--- src/design/dlbs_pkg.sv ---
// ----------------------------------------------------------------------------
// dlbs_pkg
// Shared types and constants for the dual-link bandwidth steering core.
// ----------------------------------------------------------------------------
package dlbs_pkg;

    localparam int COUNTER_BITS_DEF = 48;

    localparam int TIME_W     = 32;
    localparam int PCT_W      = 7;
    localparam int KBPS_W     = 32;
    localparam int MARK_W     = 32;
    localparam int PID_W      = 32;
    localparam int USED_W     = 42;
    localparam int CFG_IDX_W  = 3;
    localparam int CFG_DATA_W = 32;

    // Item header bits beyond the byte counter: now_sec, three flags, pkt_tag
    localparam int IN_FIXED_W = TIME_W + 3 + PID_W;

    // interval * 125 fits below 2^39
    localparam int DIVISOR_W = TIME_W + 7;
    localparam int PROD_W    = KBPS_W + PCT_W;
    // (used + 1) * 100 fits below 2^50
    localparam int SCALED_W  = USED_W + 8;

    localparam logic [USED_W-1:0] USED_MAX       = '1;
    localparam logic [6:0]        BYTES_PER_KBIT = 7'd125;
    localparam logic [6:0]        PERCENT_SCALE  = 7'd100;

    // Result item layout on m_tdata
    localparam int OUT_PID_LSB   = 0;
    localparam int OUT_MARK_LSB  = OUT_PID_LSB + PID_W;
    localparam int OUT_USED_LSB  = OUT_MARK_LSB + MARK_W;
    localparam int OUT_PREF_BIT  = OUT_USED_LSB + USED_W;
    localparam int OUT_FIELDS_W  = OUT_PREF_BIT + 1;
    localparam int OUT_TDATA_W   = ((OUT_FIELDS_W + 7) / 8) * 8;
    localparam int OUT_PAD_W     = OUT_TDATA_W - OUT_FIELDS_W;

    // Configuration register indexes
    localparam logic [CFG_IDX_W-1:0] REG_STEER_EN    = 3'd0;
    localparam logic [CFG_IDX_W-1:0] REG_UPPER_PCT   = 3'd1;
    localparam logic [CFG_IDX_W-1:0] REG_LOWER_PCT   = 3'd2;
    localparam logic [CFG_IDX_W-1:0] REG_LINK_KBPS   = 3'd3;
    localparam logic [CFG_IDX_W-1:0] REG_FAILOVER_EN = 3'd4;
    localparam logic [CFG_IDX_W-1:0] REG_MARK_VALUE  = 3'd5;

    localparam logic [PCT_W-1:0]  UPPER_PCT_RST = 7'd80;
    localparam logic [PCT_W-1:0]  LOWER_PCT_RST = 7'd75;
    localparam logic [KBPS_W-1:0] LINK_KBPS_RST = 32'd1;

    typedef enum logic [1:0] {
        CMD_TICK   = 2'd0,
        CMD_LINK   = 2'd1,
        CMD_PACKET = 2'd2,
        CMD_RELOAD = 2'd3
    } cmd_t;

    typedef enum logic [2:0] {
        ST_IDLE,
        ST_DECODE,
        ST_DIV_SETUP,
        ST_DIVIDE,
        ST_SAT,
        ST_PRODUCTS,
        ST_COMPARE,
        ST_FINISH
    } state_t;

    typedef struct packed {
        logic ld_item;
        logic exec;
        logic div_setup;
        logic div_step;
        logic div_store;
        logic hist_prod;
        logic compare;
        logic ld_out;
    } dp_cmd_t;

    typedef struct packed {
        logic tick_go;
        logic div_ok;
        logic div_last;
        logic out_free;
    } dp_status_t;

endpackage

--- src/design/dlbs_ctrl.sv ---
// ----------------------------------------------------------------------------
// dlbs_ctrl
// Sequencer for the steering core: accepts an item, walks the tick path
// through the serial divider and threshold check, and releases the result.
// ----------------------------------------------------------------------------
module dlbs_ctrl (
    input  logic                  clk,
    input  logic                  rst_n,
    input  logic                  s_tvalid,
    output logic                  s_tready,
    input  dlbs_pkg::dp_status_t  status,
    output dlbs_pkg::dp_cmd_t     cmd
);

    dlbs_pkg::state_t state_reg;
    dlbs_pkg::state_t state_next;

    always_ff @(posedge clk or negedge rst_n)
    begin
        if (!rst_n)
        begin
            state_reg <= dlbs_pkg::ST_IDLE;
        end
        else
        begin
            state_reg <= state_next;
        end
    end

    always_comb
    begin
        state_next = state_reg;
        cmd        = '0;
        s_tready   = 1'b0;
        unique case (state_reg)
            dlbs_pkg::ST_IDLE:
            begin
                s_tready = 1'b1;
                if (s_tvalid)
                begin
                    cmd.ld_item = 1'b1;
                    state_next  = dlbs_pkg::ST_DECODE;
                end
            end
            dlbs_pkg::ST_DECODE:
            begin
                cmd.exec = 1'b1;
                if (!status.tick_go)
                begin
                    state_next = dlbs_pkg::ST_FINISH;
                end
                else if (status.div_ok)
                begin
                    state_next = dlbs_pkg::ST_DIV_SETUP;
                end
                else
                begin
                    state_next = dlbs_pkg::ST_PRODUCTS;
                end
            end
            dlbs_pkg::ST_DIV_SETUP:
            begin
                cmd.div_setup = 1'b1;
                state_next    = dlbs_pkg::ST_DIVIDE;
            end
            dlbs_pkg::ST_DIVIDE:
            begin
                cmd.div_step = 1'b1;
                if (status.div_last)
                begin
                    state_next = dlbs_pkg::ST_SAT;
                end
            end
            dlbs_pkg::ST_SAT:
            begin
                cmd.div_store = 1'b1;
                state_next    = dlbs_pkg::ST_PRODUCTS;
            end
            dlbs_pkg::ST_PRODUCTS:
            begin
                cmd.hist_prod = 1'b1;
                state_next    = dlbs_pkg::ST_COMPARE;
            end
            dlbs_pkg::ST_COMPARE:
            begin
                cmd.compare = 1'b1;
                state_next  = dlbs_pkg::ST_FINISH;
            end
            dlbs_pkg::ST_FINISH:
            begin
                // hold until the output register is free
                if (status.out_free)
                begin
                    cmd.ld_out = 1'b1;
                    state_next = dlbs_pkg::ST_IDLE;
                end
            end
            default:
            begin
                state_next = dlbs_pkg::ST_IDLE;
            end
        endcase
    end

endmodule

--- src/design/dlbs_datapath.sv ---
// ----------------------------------------------------------------------------
// dlbs_datapath
// Configuration registers, link and rate state, serial divider for the rate
// measurement, threshold compare and the result register.
// ----------------------------------------------------------------------------
module dlbs_datapath #(
    parameter int COUNTER_BITS = dlbs_pkg::COUNTER_BITS_DEF
) (
    input  logic                                     clk,
    input  logic                                     rst_n,
    input  logic                                     cfg_wen,
    input  logic [dlbs_pkg::CFG_IDX_W-1:0]           cfg_index,
    input  logic [dlbs_pkg::CFG_DATA_W-1:0]          cfg_data,
    input  logic [1:0]                               s_tuser,
    input  logic [((COUNTER_BITS + dlbs_pkg::IN_FIXED_W + 7) / 8) * 8 - 1:0] s_tdata,
    input  logic                                     m_tready,
    output logic                                     m_tvalid,
    output logic [0:0]                               m_tuser,
    output logic [dlbs_pkg::OUT_TDATA_W-1:0]         m_tdata,
    input  dlbs_pkg::dp_cmd_t                        cmd,
    output dlbs_pkg::dp_status_t                     status
);

    localparam int OFS_NOW    = COUNTER_BITS;
    localparam int OFS_PUP    = OFS_NOW + dlbs_pkg::TIME_W;
    localparam int OFS_SUP    = OFS_PUP + 1;
    localparam int OFS_CLR    = OFS_SUP + 1;
    localparam int OFS_PID    = OFS_CLR + 1;
    localparam int CNT_W      = $clog2(COUNTER_BITS);
    localparam int QW         = (COUNTER_BITS > dlbs_pkg::USED_W) ?
                                COUNTER_BITS : dlbs_pkg::USED_W;

    // configuration
    logic                         steer_en_reg;
    logic [dlbs_pkg::PCT_W-1:0]   upper_reg;
    logic [dlbs_pkg::PCT_W-1:0]   lower_reg;
    logic [dlbs_pkg::KBPS_W-1:0]  link_kbps_reg;
    logic                         failover_en_reg;
    logic [dlbs_pkg::MARK_W-1:0]  mark_reg;

    // latched item
    dlbs_pkg::cmd_t               item_cmd_reg;
    logic [COUNTER_BITS-1:0]      bytes_reg;
    logic [dlbs_pkg::TIME_W-1:0]  now_reg;
    logic                         pup_reg;
    logic                         sup_reg;
    logic                         clr_reg;
    logic [dlbs_pkg::PID_W-1:0]   pid_reg;

    // steering state
    logic                         primary_up_reg;
    logic                         secondary_up_reg;
    logic                         prefer_reg;
    logic                         reload_reg;
    logic [COUNTER_BITS-1:0]      last_bytes_reg;
    logic [dlbs_pkg::TIME_W-1:0]  last_sec_reg;
    logic [dlbs_pkg::USED_W-1:0]  used_reg;

    // divider and compare operands
    logic [dlbs_pkg::DIVISOR_W-1:0] divisor_reg;
    logic [dlbs_pkg::DIVISOR_W-1:0] rem_reg;
    logic [COUNTER_BITS-1:0]        quo_reg;
    logic [CNT_W-1:0]               cnt_reg;
    logic [dlbs_pkg::PROD_W-1:0]    prod_hi_reg;
    logic [dlbs_pkg::PROD_W-1:0]    prod_lo_reg;
    logic [dlbs_pkg::SCALED_W-1:0]  u100_reg;
    logic [dlbs_pkg::SCALED_W-1:0]  u100p_reg;

    // result register
    logic                           m_tvalid_reg;
    logic [dlbs_pkg::PID_W-1:0]     pid_out_reg;
    logic                           applied_reg;
    logic [dlbs_pkg::MARK_W-1:0]    vmark_reg;
    logic [dlbs_pkg::USED_W-1:0]    used_out_reg;
    logic                           pref_out_reg;

    logic [dlbs_pkg::TIME_W-1:0]    interval;
    logic [dlbs_pkg::DIVISOR_W:0]   trial;
    logic                           trial_ge;
    logic [QW-1:0]                  quo_ext;
    logic [dlbs_pkg::USED_W-1:0]    used_sat;
    logic                           fo_primary;
    logic                           fo_secondary;
    logic                           fo_prefer;
    logic                           gt_hi;
    logic                           lt_hi;
    logic                           lt_lo;
    logic                           applied;

    always_comb
    begin
        interval = now_reg - last_sec_reg;
        trial    = {rem_reg, quo_reg[COUNTER_BITS-1]};
        trial_ge = (trial >= {1'b0, divisor_reg});
        quo_ext  = QW'(quo_reg);
        used_sat = (quo_ext > QW'(dlbs_pkg::USED_MAX)) ? dlbs_pkg::USED_MAX :
                   quo_ext[dlbs_pkg::USED_W-1:0];

        // a link update uses the new link bits, a reload the stored ones
        fo_primary   = (item_cmd_reg == dlbs_pkg::CMD_LINK) ? pup_reg : primary_up_reg;
        fo_secondary = (item_cmd_reg == dlbs_pkg::CMD_LINK) ? sup_reg : secondary_up_reg;
        fo_prefer    = !fo_primary && fo_secondary && failover_en_reg;

        // used > floor(P/100)  <=>  P < 100*used
        // used < floor(P/100)  <=>  100*(used+1) <= P
        gt_hi = (dlbs_pkg::SCALED_W'(prod_hi_reg) < u100_reg);
        lt_hi = (u100p_reg <= dlbs_pkg::SCALED_W'(prod_hi_reg));
        lt_lo = (u100p_reg <= dlbs_pkg::SCALED_W'(prod_lo_reg));

        applied = (item_cmd_reg == dlbs_pkg::CMD_PACKET) && steer_en_reg && prefer_reg;

        status.tick_go  = (item_cmd_reg == dlbs_pkg::CMD_TICK) &&
                          primary_up_reg && secondary_up_reg;
        status.div_ok   = (last_sec_reg != '0) && (last_bytes_reg != '0) &&
                          (bytes_reg >= last_bytes_reg) && (interval != '0);
        status.div_last = (cnt_reg == CNT_W'(COUNTER_BITS - 1));
        status.out_free = !m_tvalid_reg || m_tready;
    end

    always_ff @(posedge clk or negedge rst_n)
    begin
        if (!rst_n)
        begin
            steer_en_reg    <= 1'b0;
            upper_reg       <= dlbs_pkg::UPPER_PCT_RST;
            lower_reg       <= dlbs_pkg::LOWER_PCT_RST;
            link_kbps_reg   <= dlbs_pkg::LINK_KBPS_RST;
            failover_en_reg <= 1'b1;
            mark_reg        <= '0;
        end
        else if (cfg_wen)
        begin
            unique case (cfg_index)
                dlbs_pkg::REG_STEER_EN:    steer_en_reg    <= cfg_data[0];
                dlbs_pkg::REG_UPPER_PCT:   upper_reg       <= cfg_data[dlbs_pkg::PCT_W-1:0];
                dlbs_pkg::REG_LOWER_PCT:   lower_reg       <= cfg_data[dlbs_pkg::PCT_W-1:0];
                dlbs_pkg::REG_LINK_KBPS:   link_kbps_reg   <= cfg_data[dlbs_pkg::KBPS_W-1:0];
                dlbs_pkg::REG_FAILOVER_EN: failover_en_reg <= cfg_data[0];
                dlbs_pkg::REG_MARK_VALUE:  mark_reg        <= cfg_data[dlbs_pkg::MARK_W-1:0];
                default:                   ;
            endcase
        end
    end

    always_ff @(posedge clk)
    begin
        if (cmd.ld_item)
        begin
            item_cmd_reg <= dlbs_pkg::cmd_t'(s_tuser);
            bytes_reg    <= s_tdata[COUNTER_BITS-1:0];
            now_reg      <= s_tdata[OFS_NOW +: dlbs_pkg::TIME_W];
            pup_reg      <= s_tdata[OFS_PUP];
            sup_reg      <= s_tdata[OFS_SUP];
            clr_reg      <= s_tdata[OFS_CLR];
            pid_reg      <= s_tdata[OFS_PID +: dlbs_pkg::PID_W];
        end
    end

    always_ff @(posedge clk or negedge rst_n)
    begin
        if (!rst_n)
        begin
            primary_up_reg   <= 1'b0;
            secondary_up_reg <= 1'b0;
            prefer_reg       <= 1'b0;
            reload_reg       <= 1'b0;
            last_bytes_reg   <= '0;
            last_sec_reg     <= '0;
            used_reg         <= '0;
        end
        else
        begin
            if (cmd.exec)
            begin
                case (item_cmd_reg)
                    dlbs_pkg::CMD_LINK:
                    begin
                        primary_up_reg   <= pup_reg;
                        secondary_up_reg <= sup_reg;
                        prefer_reg       <= fo_prefer;
                    end
                    dlbs_pkg::CMD_RELOAD:
                    begin
                        reload_reg <= 1'b1;
                        prefer_reg <= fo_prefer;
                        if (clr_reg)
                        begin
                            last_bytes_reg <= '0;
                            last_sec_reg   <= '0;
                            used_reg       <= '0;
                        end
                    end
                    default:
                    begin
                    end
                endcase
            end
            if (cmd.div_store)
            begin
                used_reg <= used_sat;
            end
            if (cmd.hist_prod)
            begin
                last_bytes_reg <= bytes_reg;
                last_sec_reg   <= now_reg;
            end
            if (cmd.compare)
            begin
                if (prefer_reg)
                begin
                    if (lt_lo || (reload_reg && lt_hi))
                    begin
                        prefer_reg <= 1'b0;
                    end
                end
                else if (gt_hi)
                begin
                    prefer_reg <= 1'b1;
                end
                reload_reg <= 1'b0;
            end
        end
    end

    // restoring divider: (bytes delta) / (125 * interval), one bit per cycle
    always_ff @(posedge clk or negedge rst_n)
    begin
        if (!rst_n)
        begin
            cnt_reg <= '0;
        end
        else if (cmd.div_setup)
        begin
            cnt_reg <= '0;
        end
        else if (cmd.div_step)
        begin
            cnt_reg <= cnt_reg + 1'b1;
        end
    end

    always_ff @(posedge clk)
    begin
        if (cmd.div_setup)
        begin
            divisor_reg <= dlbs_pkg::DIVISOR_W'(interval) *
                           dlbs_pkg::DIVISOR_W'(dlbs_pkg::BYTES_PER_KBIT);
            quo_reg     <= bytes_reg - last_bytes_reg;
            rem_reg     <= '0;
        end
        else if (cmd.div_step)
        begin
            if (trial_ge)
            begin
                rem_reg <= dlbs_pkg::DIVISOR_W'(trial - {1'b0, divisor_reg});
            end
            else
            begin
                rem_reg <= trial[dlbs_pkg::DIVISOR_W-1:0];
            end
            quo_reg <= {quo_reg[COUNTER_BITS-2:0], trial_ge};
        end
        if (cmd.hist_prod)
        begin
            prod_hi_reg <= dlbs_pkg::PROD_W'(link_kbps_reg) * dlbs_pkg::PROD_W'(upper_reg);
            prod_lo_reg <= dlbs_pkg::PROD_W'(link_kbps_reg) * dlbs_pkg::PROD_W'(lower_reg);
            u100_reg    <= dlbs_pkg::SCALED_W'(used_reg) *
                           dlbs_pkg::SCALED_W'(dlbs_pkg::PERCENT_SCALE);
            u100p_reg   <= dlbs_pkg::SCALED_W'(used_reg) *
                           dlbs_pkg::SCALED_W'(dlbs_pkg::PERCENT_SCALE) +
                           dlbs_pkg::SCALED_W'(dlbs_pkg::PERCENT_SCALE);
        end
    end

    always_ff @(posedge clk or negedge rst_n)
    begin
        if (!rst_n)
        begin
            m_tvalid_reg <= 1'b0;
        end
        else if (cmd.ld_out)
        begin
            m_tvalid_reg <= 1'b1;
        end
        else if (m_tready)
        begin
            m_tvalid_reg <= 1'b0;
        end
    end

    always_ff @(posedge clk)
    begin
        if (cmd.ld_out)
        begin
            pid_out_reg  <= (item_cmd_reg == dlbs_pkg::CMD_PACKET) ? pid_reg : '0;
            applied_reg  <= applied;
            vmark_reg    <= applied ? mark_reg : '0;
            used_out_reg <= used_reg;
            pref_out_reg <= prefer_reg;
        end
    end

    assign m_tvalid   = m_tvalid_reg;
    assign m_tuser[0] = applied_reg;
    assign m_tdata    = {{dlbs_pkg::OUT_PAD_W{1'b0}}, pref_out_reg, used_out_reg,
                         vmark_reg, pid_out_reg};

endmodule

--- src/design/dual_link_bandwidth_steering_core.sv ---
// ----------------------------------------------------------------------------
// dual_link_bandwidth_steering_core
// Steers traffic between a primary and a secondary link from measured rate.
// ----------------------------------------------------------------------------
// Usage:
//   Input items enter on s_tvalid/s_tready; s_tuser carries the command
//   (tick, link status, packet, config reload), s_tdata the operands.
//   Every item gives exactly one result item on m_tvalid/m_tready.
//   Registers are to be written through cfg_wen/cfg_index/cfg_data while
//   idle; the user must keep to this, the block itself does not enforce it.
// Sequencing:
//   Link status, packet and reload items go from decode straight to the
//   result step. Tick with both links up: the rate comes from a restoring
//   divider that resolves one quotient bit per cycle, followed by the
//   threshold compare; a tick without usable history skips the divider.
//   One item is in work at a time; s_tready is high only when idle.
// Reset:
//   rst_n clears the link state, steering flag, rate history and the output
//   valid, and loads the register defaults.
// Stall:
//   A held result stays in the output register; the next item is accepted
//   and worked, then waits in its final step until the register frees.
// ----------------------------------------------------------------------------
module dual_link_bandwidth_steering_core #(
    parameter int COUNTER_BITS = dlbs_pkg::COUNTER_BITS_DEF
) (
    input  logic                              clk,
    input  logic                              rst_n,
    // configuration write port
    input  logic                              cfg_wen,
    input  logic [dlbs_pkg::CFG_IDX_W-1:0]    cfg_index,
    input  logic [dlbs_pkg::CFG_DATA_W-1:0]   cfg_data,
    // input items
    input  logic                              s_tvalid,
    output logic                              s_tready,
    // s_tuser: cmd[1:0]
    input  logic [1:0]                        s_tuser,
    // s_tdata: byte_count, now_sec, primary_link_up, secondary_link_up,
    //          clear_rate, pkt_tag, zero fill
    input  logic [((COUNTER_BITS + dlbs_pkg::IN_FIXED_W + 7) / 8) * 8 - 1:0] s_tdata,
    // result items
    output logic                              m_tvalid,
    input  logic                              m_tready,
    // m_tuser: mark_applied
    output logic [0:0]                        m_tuser,
    // m_tdata: pkt_tag_out, verdict_mark, used_kbps_out,
    //          prefer_secondary_out, zero fill
    output logic [dlbs_pkg::OUT_TDATA_W-1:0]  m_tdata
);

    dlbs_pkg::dp_cmd_t    dp_cmd;
    dlbs_pkg::dp_status_t dp_status;

    dlbs_ctrl u_ctrl (
        .clk      (clk),
        .rst_n    (rst_n),
        .s_tvalid (s_tvalid),
        .s_tready (s_tready),
        .status   (dp_status),
        .cmd      (dp_cmd)
    );

    dlbs_datapath #(
        .COUNTER_BITS (COUNTER_BITS)
    ) u_datapath (
        .clk       (clk),
        .rst_n     (rst_n),
        .cfg_wen   (cfg_wen),
        .cfg_index (cfg_index),
        .cfg_data  (cfg_data),
        .s_tuser   (s_tuser),
        .s_tdata   (s_tdata),
        .m_tready  (m_tready),
        .m_tvalid  (m_tvalid),
        .m_tuser   (m_tuser),
        .m_tdata   (m_tdata),
        .cmd       (dp_cmd),
        .status    (dp_status)
    );

endmodule

--- config.mk ---
export PLATFORM = sky130hd
export DESIGN_NAME = dual_link_bandwidth_steering_core
export DESIGN_NICKNAME = d
export VERILOG_FILES = /design/src/design/dlbs_pkg.sv /design/src/design/dlbs_ctrl.sv /design/src/design/dlbs_datapath.sv /design/src/design/dual_link_bandwidth_steering_core.sv
export SDC_FILE = /design/constraint.sdc
export NUM_CORES = 2
export LEC_CHECK = 0
export BUFFER_PORTS_ARGS = -buffer_cell sky130_fd_sc_hd__buf_2
export CAP_MARGIN = 20
export CORE_MARGIN = 8
export CORE_UTILIZATION = 55
export CTS_CLUSTER_SIZE = 16
export DETAILED_ROUTE_END_ITERATION = 16
export PLACE_DENSITY = 0.85
export SLEW_MARGIN = 15
export SYNTH_ARGS = -nofsm -noshare
export SYNTH_HDL_FRONTEND = slang
export SYNTH_SLANG_ARGS = --single-unit
--- constraint.sdc ---
create_clock -name clk -period 9.55 [get_ports clk]
set_clock_uncertainty 0.15 [all_clocks]
set_input_delay 0.955 -clock clk [delete_from_list [all_inputs] [get_ports clk]]
set_output_delay 0.955 -clock clk [all_outputs]
set_load 0.02 [all_outputs]
# Yosys cells after proc, flatten, opt, wreduce, memory -nomap -nowiden
# Cells that the tools add are included.
# classes
addsub,5
n_mul,4
n_lt_le_gt_ge,6
n_eq_ne,19
muxes,48
n_reduce_logical,41
# ops
cell,count
2-to-1 mux 48 bit,6
2-to-1 mux 42 bit,5
2-to-1 mux 32 bit,4
less-or-equal comparator 50 x 39 -> 1 bit,2
multiplier 32 x 7 -> 39 bit,2
nonzero test 32 bit,2
adder 49 x 7 -> 50 bit (second input constant),1
less-than comparator 39 x 49 -> 1 bit,1
>= comparator 48 bit,1
> comparator 48 x 42 -> 1 bit (second input constant),1
nonzero test 48 bit,1
subtractor 48 bit,1
multiplier 42 x 5 -> 47 bit (second input constant),1
>= comparator 40 x 39 -> 1 bit,1
multiplier 32 x 7 -> 39 bit (second input constant),1
2-to-1 mux 39 bit,1
subtractor 39 bit,1
subtractor 32 bit,1
2-to-1 mux 1 bit,24
case mux 3 bit (8 select lines),1
nonzero test 2 bit,10
== test 3 bit (second input constant),6
2-to-1 mux 3 bit,5
AND reduction 2 bit,7
other kinds (15),37
# totals
register_bits,742
output_inout_bits,115
elab_cells,158

# Depth between registers and ports, before layout
# depth
depth_word,10
depth_mapped,33
ltp_nobuf,33

# Cells and area by module
# Synthesis repeated with hierarchy kept, for this count alone.
# unflattened
hier_cells,5960
hier_area_um2,59458.3
# modules_own_cells
mod,instances,cells_each,area_per_inst_um2
dlbs_datapath,1,5929,59221.8
dlbs_ctrl,1,31,236.5

# Least setup slack after synthesis
# Ideal clock, no wire load.
# synth_path
kind,register to register
start,register u_datapath.now_reg[0] (netlist bit)
end,"register u_datapath.divisor_reg[38] (netlist bit), data pin"
setup_time_ns,0.260
t_arrival_ns,7.496
required_time_ns,9.140
path_slack_ns,1.644
path_stages_with_launch,33
path_buffers,0
period_less_slack_ns,7.906
cell_sequence,edfxtp_1 -> inv_1 -> ha_1 -> inv_1 -> fa_1 -> a21o_1 -> a21oi_1 -> o21ai_0 -> a31oi_1 -> o21bai_1 -> a21oi_1 -> xnor2_1 -> inv_1 -> fa_1 -> inv_1 -> fa_1 -> inv_1 -> fa_1 -> fa_1 -> inv_1 -> ha_1 -> a21o_1 -> a21o_1 -> a221o_1 -> o31a_1 -> a31oi_1 -> o211ai_1 -> a41oi_1 -> nor2_1 -> o41ai_2 -> o211ai_1 -> a21oi_1 -> xnor2_1
# synth_between
elab_chain_cells,2
# synth_lines
element,line,source
start: declaration,dlbs_datapath.sv:44,logic [dlbs_pkg::TIME_W-1:0] now_reg;
start signal: assignment,dlbs_datapath.sv:151,now_reg <= s_tdata[OFS_NOW +: dlbs_pkg::TIME_W];
subtractor 32 bit,dlbs_datapath.sv:92,interval = now_reg - last_sec_reg;
multiplier 32 x 7 -> 39 bit,dlbs_datapath.sv:246,divisor_reg <= dlbs_pkg::DIVISOR_W'(interval) *
end signal: assignment,dlbs_datapath.sv:246,
end: declaration,dlbs_datapath.sv:60,logic [dlbs_pkg::DIVISOR_W-1:0] divisor_reg;
# No other way between the ends.
# A chain may end at the register's enable or synchronous reset.

# Worst setup path in the final report
# Same ends and word-level chain as after synthesis.

==> impl_metrics.tcl <==
set metrics [dict create \
    routed_wl_um 137000 \
    netSwitchingFraction_pct 41.6 \
    layout_worst_path_cycle_share_pct 92.6 \
    final_common_cell "inv_1" \
    cpMostUsedCell "inv_1" \
    drv_cap 0 \
    reg2regPathDepth 32 \
    cts_tree "built" \
    critical_path_required_ns 9.83 \
    path_clk_slew_ns 0.06 \
    fin_tns_setup_ns 0 \
    drt-initial-drc-count 2944 \
    grt_overflow_total 0 \
    ys.flop_type "edfxtp_1" \
    synth-seq-area-share_pct 35.4 \
    worst-path-buf-inv 6 \
    rsz0062_at_grt "no" \
    critPathTopFamily "compound AO/OA/AOI/OAI gates" \
    worst_path_max_delay_cell "fa_1" \
    outcome "finished, final reports clean" \
    combPwrFrac_pct 54.9 \
    arrival_ns 9.12 \
    finalHoldViolations 0 \
    synth.avg_cell_area_um2 10.2 \
    placed_cell_area_um2 61300 \
    layout_min_cycle_time_ns 8.84 \
    path_max_fanout 6 \
    holdWs_ns 0.150 \
    die_h_um 342 \
    regArea_um2 20800 \
    multiInputGateArea_um2 33700 \
    grt_pass1_vias 44300 \
    power_switching_mw 7.01 \
    ir_drop_uv 371 \
    netlist_area_um2 58600 \
    fp.dieW_um 342 \
    grt_max_degree 96 \
    p_int_mw 9.85 \
    timing.critical_path.depth 32 \
    crit_path_end_kind "flop" \
    synth_edf_count 485 \
    power.share.clock_pct 19.8 \
    syn_inst 5773 \
    async_flop_share_pct 29.2 \
    p_leak_nw 30.4 \
    postCtsSetupBuffers 0 \
    maxSlewHeadroom_pct 27.4 \
    clock-sinks 740 \
    startpoint_type "flop" \
    post-place-ws_ns 0.800 \
    start_util_pct 55.5 \
    clk_path_buf_depth 3 \
    finalSetupViolCount 0 \
    vias 42700 \
    clk_latency_ns 0.69 \
    drt-wirelength-per-cell_um 18.4 \
    powerDensity_nw_per_um2 263 \
    core_um2 106000 \
    hold_buffers 0 \
    fp.dieArea_um2 117000 \
    dr.pass1.iters 8 \
    place_congestion 0.922 \
    max_freq_mhz 113 \
    numCtsBuffers 81 \
    nets 7159 \
    antenna_found_initial 3 \
    fillers 8168 \
    post_cts_resized 0 \
    hp-class "in2async" \
    worstSetupPathType "reg2reg" \
    place_hpwl_um 103000 \
    drv_slew 0 \
    port_buffers 266 \
    ys_types 93 \
    ant_nets 0 \
    tightestPinTransition_ns 1.09 \
    yosys_warnings 0 \
    htree_num_levels 3 \
    syn_to_final_growth_pct 9.58 \
    cpPeakStageDelay_ns 0.55 \
    ios 277 \
    seqPwrFrac_pct 25.3 \
    drc 0 \
    grt_usage_pct 23.2 \
    grt_pass1_wl_um 223000 \
    clockRootBuffer "clkbuf_16" \
    layout_common_cells "inv_1 (929), nand2_1 (642), ha_1 (568)" \
    worst_slack_ns 0.710 \
    avgViaCountPerCell 5.73 \
    layout-drive-gt1-share_pct 9.38 \
    finalInstanceArea_um2 64200 \
    synth-seq-cells 740 \
    num_rows 119 \
]
-- per-stage QoR --
| stage | util [%] | instances | power (mW) |
|---|---|---|---|
| detailed placement | 58.1 | 7285 | 13.5 |
| CTS | 60.8 | 7434 | 17.0 |
| global route | 60.8 | 7439 | 18.1 |
| global placement | 58.0 | 7281 | 13.2 |
| finish | 60.8 | 7441 | 16.9 |
| floorplan | - | 5777 | 11.2 |
-- power by group through the flow --
stage / Sequential (mW) / Combinational (mW) / Clock, mW
after CTS: 4.26 / 9.31 / 3.39
after detailed placement: 4.32 / 9.22 / 0
after global placement: 4.34 / 8.86 / 0
after global routing: 4.28 / 10.4 / 3.50
after floorplan: 4.10 / 7.11 / 0
final: 4.27 / 9.26 / 3.34
-- final timing paths --
path,from,endpoint,slack [ns]
min in group clk,s_tdata[93],u_datapath.pid_reg[10],0.29
worst min register to register,u_datapath.rem_reg[16],u_datapath.rem_reg[16],0.34
worst max register to register,u_datapath.now_reg[0],u_datapath.divisor_reg[38],0.71
max in group asynchronous,rst_n,u_datapath.last_bytes_reg[44],7.77
worst max-delay path,u_datapath.now_reg[0],u_datapath.divisor_reg[38],0.71
worst min-delay path,rst_n,u_datapath.last_sec_reg[30],0.15
-- metal layers --
layer | part of all wire (%) | track usage [%] | up-vias | routed length (µm)
met3 | 6.0 | 3.45 | 340 | 8190
met2 | 50 | 41.1 | 1372 | 68500
met5 | 0.021 | 0 | - | 29
met4 | 4.5 | 10.1 | 4 | 6130
met1 | 39 | 28.2 | 21100 | 53800
li1 | - | - | 19900 | -
-- synthesized netlist by cell type, types with 39 or more instances --
master | n | area [µm²]
fa_1 | 447 | 8950
nor3_1 | 42 | 210
nor2_1 | 204 | 766
clkbuf_1 | 164 | 616
mux2_2 | 82 | 923
nand3_1 | 61 | 305
inv_1 | 930 | 3490
nand4_1 | 61 | 382
dfxtp_1 | 39 | 781
a22o_1 | 109 | 955
xnor2_1 | 187 | 1640
ha_1 | 568 | 7110
dfrtp_1 | 208 | 5200
and2_1 | 180 | 1130
nand2_1 | 642 | 2410
nor2b_1 | 43 | 269
nand2b_1 | 44 | 275
o21ai_0 | 255 | 1280
edfxtp_1 | 485 | 14600
a21o_1 | 175 | 1310
xor2_1 | 111 | 972
a21oi_1 | 273 | 1370
-- area by class of cell --
class                           instances  share of cell area [%]
Multi-Input combinational cell       3930                    52.5
Sequential cell                       740                    32.3
Inverter                              931                    5.44
Clock buffer                          103                    3.41
Tap cell                             1391                    2.71
Timing Repair Buffer                  298                    2.58
Clock inverter                         46                    1.01
Antenna cell                            2                 0.00779
-- logic make-up after synthesis --
family                     synth area share [%]
and+or+nand+nor                            11.6
AOI/OAI and AO/OA                          12.3
xor gates and xnor gates                   4.48
DFF                                        35.4
buffers and inverters                      7.14
muxes                                      1.75
other                                   0.00640
adders and majority gates                  27.4
Power figures use the tool's default switching activity.
